==> config.mk <==
export PLATFORM = sky130hd
export DESIGN_NAME = radio_band_and_mode_classifier_core
export DESIGN_NICKNAME = d
export VERILOG_FILES = /design/src/rtl/rbmc_pkg.sv /design/src/rtl/radio_band_and_mode_classifier_core.sv /design/src/rtl/rbmc_lookup.sv
export SDC_FILE = /design/constraint.sdc
export NUM_CORES = 1
export LEC_CHECK = 0
export ABC_AREA = 1
export BUFFER_PORTS_ARGS = -buffer_cell sky130_fd_sc_hd__buf_2
export CAP_MARGIN = 10
export CELL_PAD_IN_SITES_DETAIL_PLACEMENT = 1
export CELL_PAD_IN_SITES_GLOBAL_PLACEMENT = 2
export CORE_ASPECT_RATIO = 1.25
export CORE_MARGIN = 1
export CORE_UTILIZATION = 30
export CTS_BUF_LIST = sky130_fd_sc_hd__clkbuf_2
export CTS_CLUSTER_DIAMETER = 80
export DETAILED_ROUTE_END_ITERATION = 12
export GPL_TIMING_DRIVEN = 1
export PLACE_DENSITY_LB_ADDON = 0.1
export SETUP_SLACK_MARGIN = 0.02
export SLEW_MARGIN = 0
export SYNTH_ARGS = -nofsm -noshare
export SYNTH_HDL_FRONTEND = slang
export SYNTH_SLANG_ARGS = --single-unit
==> constraint.sdc <==
create_clock -name clk -period 2.6 [get_ports clk]
set_input_delay 0 -clock clk [delete_from_list [all_inputs] [get_ports clk]]
set_output_delay 0 -clock clk [all_outputs]
set_load 0.01 [all_outputs]
==> src/rtl/rbmc_pkg.sv <==
// ----------------------------------------------------------------------------
// rbmc_pkg: band and mode classifier shared definitions
// Band and region tables, mode codes and the result record that the lookup
// logic hands to the top level.
// ----------------------------------------------------------------------------
package rbmc_pkg;

	localparam int FREQ_W      = 31;
	localparam int INDEX_W     = 4;
	localparam int MODE_W      = 4;
	localparam int ROM_BANDS   = 12;
	localparam int ROM_REGIONS = 43;

	typedef logic [FREQ_W-1:0]  freq_t;
	typedef logic [INDEX_W-1:0] index_t;
	typedef logic [MODE_W-1:0]  mode_t;

	// Starting distance of the nearest-edge search.
	localparam logic [31:0] NEAR_START = 32'd999999999;

	localparam mode_t MODE_CW_LOWER   = 4'd0;
	localparam mode_t MODE_CW_UPPER   = 4'd1;
	localparam mode_t MODE_LSB        = 4'd2;
	localparam mode_t MODE_USB        = 4'd3;
	localparam mode_t MODE_DIGI_UPPER = 4'd4;
	localparam mode_t MODE_NFM        = 4'd5;

	typedef struct packed {
		logic   found;
		index_t index;
		mode_t  mode;
	} result_t;

	localparam freq_t BAND_LO [ROM_BANDS] = '{
		31'd135700,   31'd1810000,  31'd3500000,  31'd5330500,
		31'd7000000,  31'd10100000, 31'd14000000, 31'd18068000,
		31'd21000000, 31'd24890000, 31'd28000000, 31'd50000000
	};

	localparam freq_t BAND_HI [ROM_BANDS] = '{
		31'd137800,   31'd2000000,  31'd3800000,  31'd5403500,
		31'd7200000,  31'd10150000, 31'd14350000, 31'd18168000,
		31'd21450000, 31'd24990000, 31'd29700000, 31'd54000000
	};

	localparam freq_t REG_LO [ROM_REGIONS] = '{
		31'd135700,
		31'd1810000,  31'd1838000,  31'd1843000,
		31'd3500000,  31'd3570000,  31'd3600000,
		31'd5330500,
		31'd7000000,  31'd7040000,  31'd7060000,  31'd7074000,  31'd7080000,
		31'd10100000, 31'd10130000,
		31'd14000000, 31'd14070000, 31'd14112000,
		31'd18068000, 31'd18095000, 31'd18120000,
		31'd21000000, 31'd21070000, 31'd21149000,
		31'd24890000, 31'd24915000, 31'd24940000,
		31'd28000000, 31'd28070000, 31'd28190000, 31'd28300000, 31'd28320000,
		31'd29100000, 31'd29200000, 31'd29300000, 31'd29520000,
		31'd50000000, 31'd50100000, 31'd50300000, 31'd50350000, 31'd50600000,
		31'd51000000, 31'd51100000
	};

	localparam freq_t REG_HI [ROM_REGIONS] = '{
		31'd137800,
		31'd1838000,  31'd1843000,  31'd2000000,
		31'd3570000,  31'd3600000,  31'd3800000,
		31'd5403500,
		31'd7040000,  31'd7060000,  31'd7074000,  31'd7080000,  31'd7200000,
		31'd10130000, 31'd10150000,
		31'd14070000, 31'd14112000, 31'd14350000,
		31'd18095000, 31'd18120000, 31'd18168000,
		31'd21070000, 31'd21149000, 31'd21450000,
		31'd24915000, 31'd24940000, 31'd24990000,
		31'd28070000, 31'd28190000, 31'd28300000, 31'd28320000, 31'd29100000,
		31'd29200000, 31'd29300000, 31'd29520000, 31'd29700000,
		31'd50100000, 31'd50300000, 31'd50350000, 31'd50600000, 31'd51000000,
		31'd51100000, 31'd54000000
	};

	localparam mode_t REG_MODE [ROM_REGIONS] = '{
		MODE_CW_LOWER,
		MODE_CW_LOWER, MODE_DIGI_UPPER, MODE_LSB,
		MODE_CW_LOWER, MODE_DIGI_UPPER, MODE_LSB,
		MODE_USB,
		MODE_CW_LOWER, MODE_DIGI_UPPER, MODE_LSB, MODE_DIGI_UPPER, MODE_LSB,
		MODE_CW_UPPER, MODE_DIGI_UPPER,
		MODE_CW_UPPER, MODE_DIGI_UPPER, MODE_USB,
		MODE_CW_UPPER, MODE_DIGI_UPPER, MODE_USB,
		MODE_CW_UPPER, MODE_DIGI_UPPER, MODE_USB,
		MODE_CW_UPPER, MODE_DIGI_UPPER, MODE_USB,
		MODE_CW_UPPER, MODE_DIGI_UPPER, MODE_CW_UPPER, MODE_DIGI_UPPER, MODE_USB,
		MODE_NFM, MODE_DIGI_UPPER, MODE_USB, MODE_NFM,
		MODE_CW_UPPER, MODE_USB, MODE_DIGI_UPPER, MODE_USB, MODE_DIGI_UPPER,
		MODE_USB, MODE_NFM
	};

	// Band that owns each region.
	localparam index_t REG_BAND [ROM_REGIONS] = '{
		4'd0,
		4'd1, 4'd1, 4'd1,
		4'd2, 4'd2, 4'd2,
		4'd3,
		4'd4, 4'd4, 4'd4, 4'd4, 4'd4,
		4'd5, 4'd5,
		4'd6, 4'd6, 4'd6,
		4'd7, 4'd7, 4'd7,
		4'd8, 4'd8, 4'd8,
		4'd9, 4'd9, 4'd9,
		4'd10, 4'd10, 4'd10, 4'd10, 4'd10, 4'd10, 4'd10, 4'd10, 4'd10,
		4'd11, 4'd11, 4'd11, 4'd11, 4'd11, 4'd11, 4'd11
	};

	// Last frequency of the gap after band b that is at least as close to the
	// end of band b as to the start of band b+1 (ties go to the lower band).
	function automatic freq_t gap_split(input int b);
		logic [31:0] sum;
		sum = {1'b0, BAND_HI[b]} + {1'b0, BAND_LO[b+1]};
		return sum[31:1];
	endfunction

	// First frequency above band b whose distance to its end edge is no longer
	// below the starting distance of the search.
	function automatic freq_t far_limit(input int b);
		logic [31:0] sum;
		sum = {1'b0, BAND_HI[b]} + NEAR_START;
		return sum[FREQ_W-1:0];
	endfunction

endpackage

==> src/rtl/radio_band_and_mode_classifier_core.sv <==
// ----------------------------------------------------------------------------
// radio_band_and_mode_classifier_core: tuning frequency classifier
// Reports the amateur band and the demodulation mode for a frequency.
// ----------------------------------------------------------------------------
// Usage:
// The input channel (in_valid, in_stall) carries frequency, want_nearest and
// current_mode. The output channel (out_valid, out_stall) carries band_found,
// band_index and mode_code, one result transaction per input transaction,
// in order.
// Each transaction is captured in an input register, classified by parallel
// constant compares, and held in a result register: out_valid rises once the
// result register has taken the result, and one transaction is taken every
// cycle while in_stall is low.
// When the receiver stalls, the result register holds and the input register
// keeps filling; in_stall rises only once both registers are occupied and
// out_stall is high, so throughput recovers with no lost cycle.
// Reset clears both valid flags; no transaction is in flight afterwards and
// the block can take input as soon as reset is released.
// ----------------------------------------------------------------------------
module radio_band_and_mode_classifier_core #(
	parameter int BAND_COUNT = 12
) (
	input  logic                   clk,
	input  logic                   arst_n,
	input  logic                   in_valid,
	output logic                   in_stall,
	input  logic [30:0]            frequency,
	input  logic                   want_nearest,
	input  logic [3:0]             current_mode,
	output logic                   out_valid,
	input  logic                   out_stall,
	output logic                   band_found,
	output logic [3:0]             band_index,
	output logic [3:0]             mode_code
);

	logic              valid_s1;
	rbmc_pkg::freq_t   freq_s1;
	logic              nearest_s1;
	rbmc_pkg::mode_t   mode_s1;
	logic              valid_s2;
	rbmc_pkg::result_t result_s2;
	rbmc_pkg::result_t lookup;
	logic              adv_s1;
	logic              adv_s2;

	assign adv_s2   = !valid_s2 || !out_stall;
	assign adv_s1   = !valid_s1 || adv_s2;
	assign in_stall = !adv_s1;

	always_ff @(posedge clk or negedge arst_n) begin
		if (!arst_n) begin
			valid_s1 <= 1'b0;
			valid_s2 <= 1'b0;
		end else begin
			if (adv_s1) begin
				valid_s1 <= in_valid;
			end
			if (adv_s2) begin
				valid_s2 <= valid_s1;
			end
		end
	end

	always_ff @(posedge clk) begin
		if (adv_s1 && in_valid) begin
			freq_s1    <= frequency;
			nearest_s1 <= want_nearest;
			mode_s1    <= current_mode;
		end
		if (adv_s2 && valid_s1) begin
			result_s2 <= lookup;
		end
	end

	rbmc_lookup #(
		.BAND_COUNT(BAND_COUNT)
	) u_lookup (
		.frequency    (freq_s1),
		.want_nearest (nearest_s1),
		.current_mode (mode_s1),
		.result       (lookup)
	);

	assign out_valid  = valid_s2;
	assign band_found = result_s2.found;
	assign band_index = result_s2.index;
	assign mode_code  = result_s2.mode;

endmodule

==> src/rtl/rbmc_lookup.sv <==
// ----------------------------------------------------------------------------
// rbmc_lookup: band, nearest band and mode lookup
// Compares one frequency against every band and region edge in parallel.
// Bands and regions are sorted and disjoint, so at most one of each matches
// and the nearest edge outside all bands is found from the gap it lies in.
// ----------------------------------------------------------------------------
module rbmc_lookup #(
	parameter int BAND_COUNT = 12
) (
	input  rbmc_pkg::freq_t   frequency,
	input  logic              want_nearest,
	input  rbmc_pkg::mode_t   current_mode,
	output rbmc_pkg::result_t result
);

	localparam int NB = (BAND_COUNT > rbmc_pkg::ROM_BANDS) ? rbmc_pkg::ROM_BANDS
		: BAND_COUNT;

	logic             held;
	rbmc_pkg::index_t held_idx;
	rbmc_pkg::index_t near_idx;
	rbmc_pkg::mode_t  reg_mode;

	always_comb begin
		held     = 1'b0;
		held_idx = '0;
		for (int b = 0; b < rbmc_pkg::ROM_BANDS; b++) begin
			if (b < NB && frequency >= rbmc_pkg::BAND_LO[b]
					&& frequency <= rbmc_pkg::BAND_HI[b]) begin
				held     = 1'b1;
				held_idx = 4'(b);
			end
		end
	end

	// A region match implies its band holds the frequency, as regions tile
	// their band; the band end itself falls in no region.
	always_comb begin
		reg_mode = current_mode;
		for (int r = 0; r < rbmc_pkg::ROM_REGIONS; r++) begin
			if (int'(rbmc_pkg::REG_BAND[r]) < NB && frequency >= rbmc_pkg::REG_LO[r]
					&& frequency < rbmc_pkg::REG_HI[r]) begin
				reg_mode = rbmc_pkg::REG_MODE[r];
			end
		end
	end

	// Below the first band the nearest edge is its start. In a gap the
	// choice is between the two facing edges. Above the last active band its
	// end wins only while closer than the starting distance.
	always_comb begin
		near_idx = '0;
		for (int b = 0; b < rbmc_pkg::ROM_BANDS - 1; b++) begin
			if (b + 1 < NB && frequency > rbmc_pkg::BAND_HI[b]
					&& frequency < rbmc_pkg::BAND_LO[b+1]) begin
				near_idx = (frequency <= rbmc_pkg::gap_split(b)) ? 4'(b) : 4'(b + 1);
			end
		end
		if (frequency > rbmc_pkg::BAND_HI[NB-1]
				&& frequency < rbmc_pkg::far_limit(NB - 1)) begin
			near_idx = 4'(NB - 1);
		end
	end

	always_comb begin
		result.found = held | want_nearest;
		result.index = held ? held_idx : (want_nearest ? near_idx : '0);
		result.mode  = reg_mode;
	end

endmodule

==> results.txt <==
----------------------------------------------------
[Hold path]
  Cell depth of the worst min-delay path ... 2
  Type of the worst min-delay path ... input pin to register
  Hold wc startpoint ... current_mode[1]
  Worst hold endpoint ... mode_s1[1]

[GRT]
  Overall fraction of global-route tracks in use ... 47.8%
  Global-route wire length before repair ... 76.7 mm
  Global route total overflow ... 0
  Maximum number of pins on one net before global-route repair ... 33
  Met3 Resource Use GR ... 11.0%
  Met2 Track Usage GR ... 77.2%
  Met1 Resource Use GR ... 51.5%
  Number of antenna violations at the first check in global routing ... 7
  Most Used Layer, Global Route ... met2
  Via count of the first global-routing pass ... 12200

[Logic synthesis]
  Library cell with the largest summed area after synthesis ... sky130_fd_sc_hd__edfxtp_1
  Post-synth top cells ... sky130_fd_sc_hd__nand2_1 (255), sky130_fd_sc_hd__nor2_1 (196), sky130_fd_sc_hd__inv_1 (189)
  Async set-or-reset flop fraction in the synthesized netlist ... 4.26%
  Mean area per synthesized cell ... 5.73 sq um
  Most used DFF post-synth ... sky130_fd_sc_hd__edfxtp_1
  Post-synthesis cell area ... 6520 sq um
  Number of unique standard cell types used by synthesis ... 51
  Number of synthesis warnings ... 0
  Synthesis-stage register bit count ... 47
  Leading cell types by total area after synthesis ... sky130_fd_sc_hd__edfxtp_1 (21%), sky130_fd_sc_hd__nand2_1 (15%), sky130_fd_sc_hd__nor2_1 (11%)
  Number of enable-type register cells in the synthesized netlist ... 45
  Area share of the largest cell type after synthesis ... 20.7%
  Synthesized Nets ... 1178
  Fraction of the yosys area taken by sequential cells ... 21.5%
  Count of mapped cells out of synthesis ... 1138
  Leading cell type by number of instances after synthesis ... sky130_fd_sc_hd__nand2_1

[STA]
  Highest clock frequency the design can meet ... 268 MHz
  Sum Neg Setup Slack ... -8920 ps
  Pins Over Slew Limit ... 0
  Least-Margin Pin Slew ... 895 ps
  Final cycle utilization of the critical path ... 144%
  Final Critical Period ... 3730 ps
  Setup Skew ... 98.9 ps
  Number of hold violations in the final report ... 0
  Worst rel slew slack ... 40.3%
  Final number of setup-violating endpoints ... 9
  Unrepaired setup endpoints after global routing ... true
  Final worst setup slack ... -1130 ps

[Critical path]
  Internal reg-to-reg setup slack ... -1130 ps
  Cell repeated most along the worst path ... sky130_fd_sc_hd__nand2_1
  Startpoint of the worst register-to-register path ... freq_s1[10]
  Critical path class ... register to register
  Highest net fanout along the worst path ... 5
  Maximum single-stage delay on the critical path ... 570 ps
  Kind of launch point of the worst setup path ... register
  Critical path endpoint category ... register
  Crit path arrival time ... 4090 ps
  Crit Reg-Reg Endpoint ... mode_code[2]
  Cell at the slowest stage of the critical path ... sky130_fd_sc_hd__edfxtp_1
  Worst EP required ... 2950 ps
  Number of cells traversed by the worst register-to-register path ... 29

[Final layout]
  # nets final ... 1811
  Final core occ ... 59.2%
  Final Instance Area ... 12500 sq um
  Ratio of cells with drive above 1 in the final layout ... 46.2%
  Post-layout instance count excluding filler cells ... 2050
  Growth of design area from synthesis to finish ... 91.0%
  Filler instances ... 2818

[Floorplan]
  Width of the die ... 134 um
  Die footprint ... 22300 sq um
  Starting density of the core ... 31.0%
  Core area ... 21000 sq um
  I/O pin count ... 51
  Chip height ... 167 um
  Num rows ... 59

[Drt]
  Vias ... 12200
  1st-pass router iterations ... 6
  Final WL ... 57.9 mm
  Drt drc ... 0
  DR vias/cell ... 5.96
  Average wire per cell in the routed design ... 28.2 um
  Remaining antenna violation count after routing ... 0
  Initial drt markers ... 1526

[Clock tree]
  Clock tree from TritonCTS ... yes
  Number of H-tree levels ... 2
  Number of buffers on the longest clock path ... 2
  Number of buffers created by CTS ... 5
  Clk slew on worst S/H paths ... 460 ps
  Num Clock Sinks ... 47
  CTS root buffer ... sky130_fd_sc_hd__clkbuf_2
  Worst-skew pair later-pin latency ... 630 ps

[Run status]
  Failing checks ... setup timing
  Result of the run ... finished with violations

[Placed design]
  Placed wire-length estimate ... 42.8 mm
  Placed Cells incl. Taps ... 1948
  RePlAce Congestion ... 1.18
  Area post-placement ... 10900 sq um
  Count of input and output buffers ... 50

[Run]
  Max-cap violation count ... 0

[Power]
  P_leak ... 6.04 nW
  Final total power ... 0.00323 W
  Peak ir drop on the vdd network ... 0.000293 V
  Power Dens Cells ... 259 nW/um^2

----------------------------------------------------
-- worst max-delay path, delay by kind of cell (launching register included) --
kind	cells	cell delay [ps]
simple gates	23	2070
buf+inv	4	610
flops	1	570
compound gates	2	220
-- through the flow --
step	setup WS (ps)	hold slack [ps]
global placement	-873	-214
CTS	-783	45.9
finish	-1130	20.5
detailed placement	-885	-211
floorplan	-247	-296
global route	-1560	-43.1
-- layer usage --
| metal | vias to the layer above | wire length [um] |
|---|---|---|
| met3 | 453 | 5870 |
| met5 | - | 98 |
| met4 | 8 | 6930 |
| met2 | 907 | 25200 |
| li1 | 5086 | - |
| met1 | 5759 | 19800 |
-- power by group --
part | internal (W) | switching, W
registers | 0.000912 | 0.0000621
logic | 0.000722 | 0.00107
clock network | 0.0000675 | 0.000399
total | 0.00170 | 0.00153
-- what timing repair did --
action / CTS / global route
buffers inserted: 31 / 17
pin swaps: 50 / 22
resized for setup: 163 / 56
hold endpoints to repair: 52 / 0
endpoints found under the setup margin: 9 / 9
hold buffers: 42 / 0
-- cells in the final DEF, fill, tap and decap left out, drive strengths merged, types with 2 or more instances in the layout --
master       count
nand2          261
a211oi           9
o22ai            3
o211ai          13
a221oi           4
o311ai           6
nor2           219
edfxtp          45
clkbuf           5
inv            205
nand3           73
nor3            51
o41ai            7
o2111ai          4
o32ai            2
buf            607
a32oi            3
clkinv           4
nand3b           3
a311oi           4
o31ai            7
nand4           32
a21oi           55
a41oi            3
dlygate4sd3     42
a31o             2
a31oi           18
diode            4
dfrtp            2
a21boi           3
o21ai           48
nor4            25
-- final cells by class --
class / count / area, sq um / area share (%)
multi-input combinational: 862 / 4920 / 39.5
clock inverter: 3 / 17.5 / 0.141
inverter: 206 / 777 / 6.24
timing repair buffer: 649 / 4960 / 39.8
clock buffer: 5 / 25.0 / 0.201
sequential: 47 / 1400 / 11.3
tap: 274 / 343 / 2.75
antenna: 4 / 10.0 / 0.0804
-- registers in the layout, summed over array words and instances (netlist names) --
signal      count
mode_s1         4
band_found      1
valid_s1        1
nearest_s1      1
mode_code       4
out_valid       1
freq_s1        31
band_index      4
-- worst max-delay path by stage --
stage                           start      endpoint  slack (ps)  cells after the start
after floorplan           freq_s1[30]  mode_code[2]        -250                     37
after detailed placement  freq_s1[21]  mode_code[2]        -890                     35
after global routing      freq_s1[19]  mode_code[2]       -1560                     34
after global placement    freq_s1[21]  mode_code[2]        -870                     35
final                     freq_s1[10]  mode_code[2]       -1130                     29
after CTS                 freq_s1[16]  mode_code[2]        -780                     38
-- logic make-up (layout without fill, tap and decap cells) --
| group | after synthesis | in the layout | synth area share (%) |
|---|---|---|---|
| compound gates | 195 | 195 | 19.1 |
| flops | 47 | 47 | 21.5 |
| other cells | 0 | 4 | 0 |
| buf+inv | 229 | 863 | 14.0 |
| simple gates | 667 | 667 | 45.4 |
No activity file was read; power rests on OpenSTA's default activity.
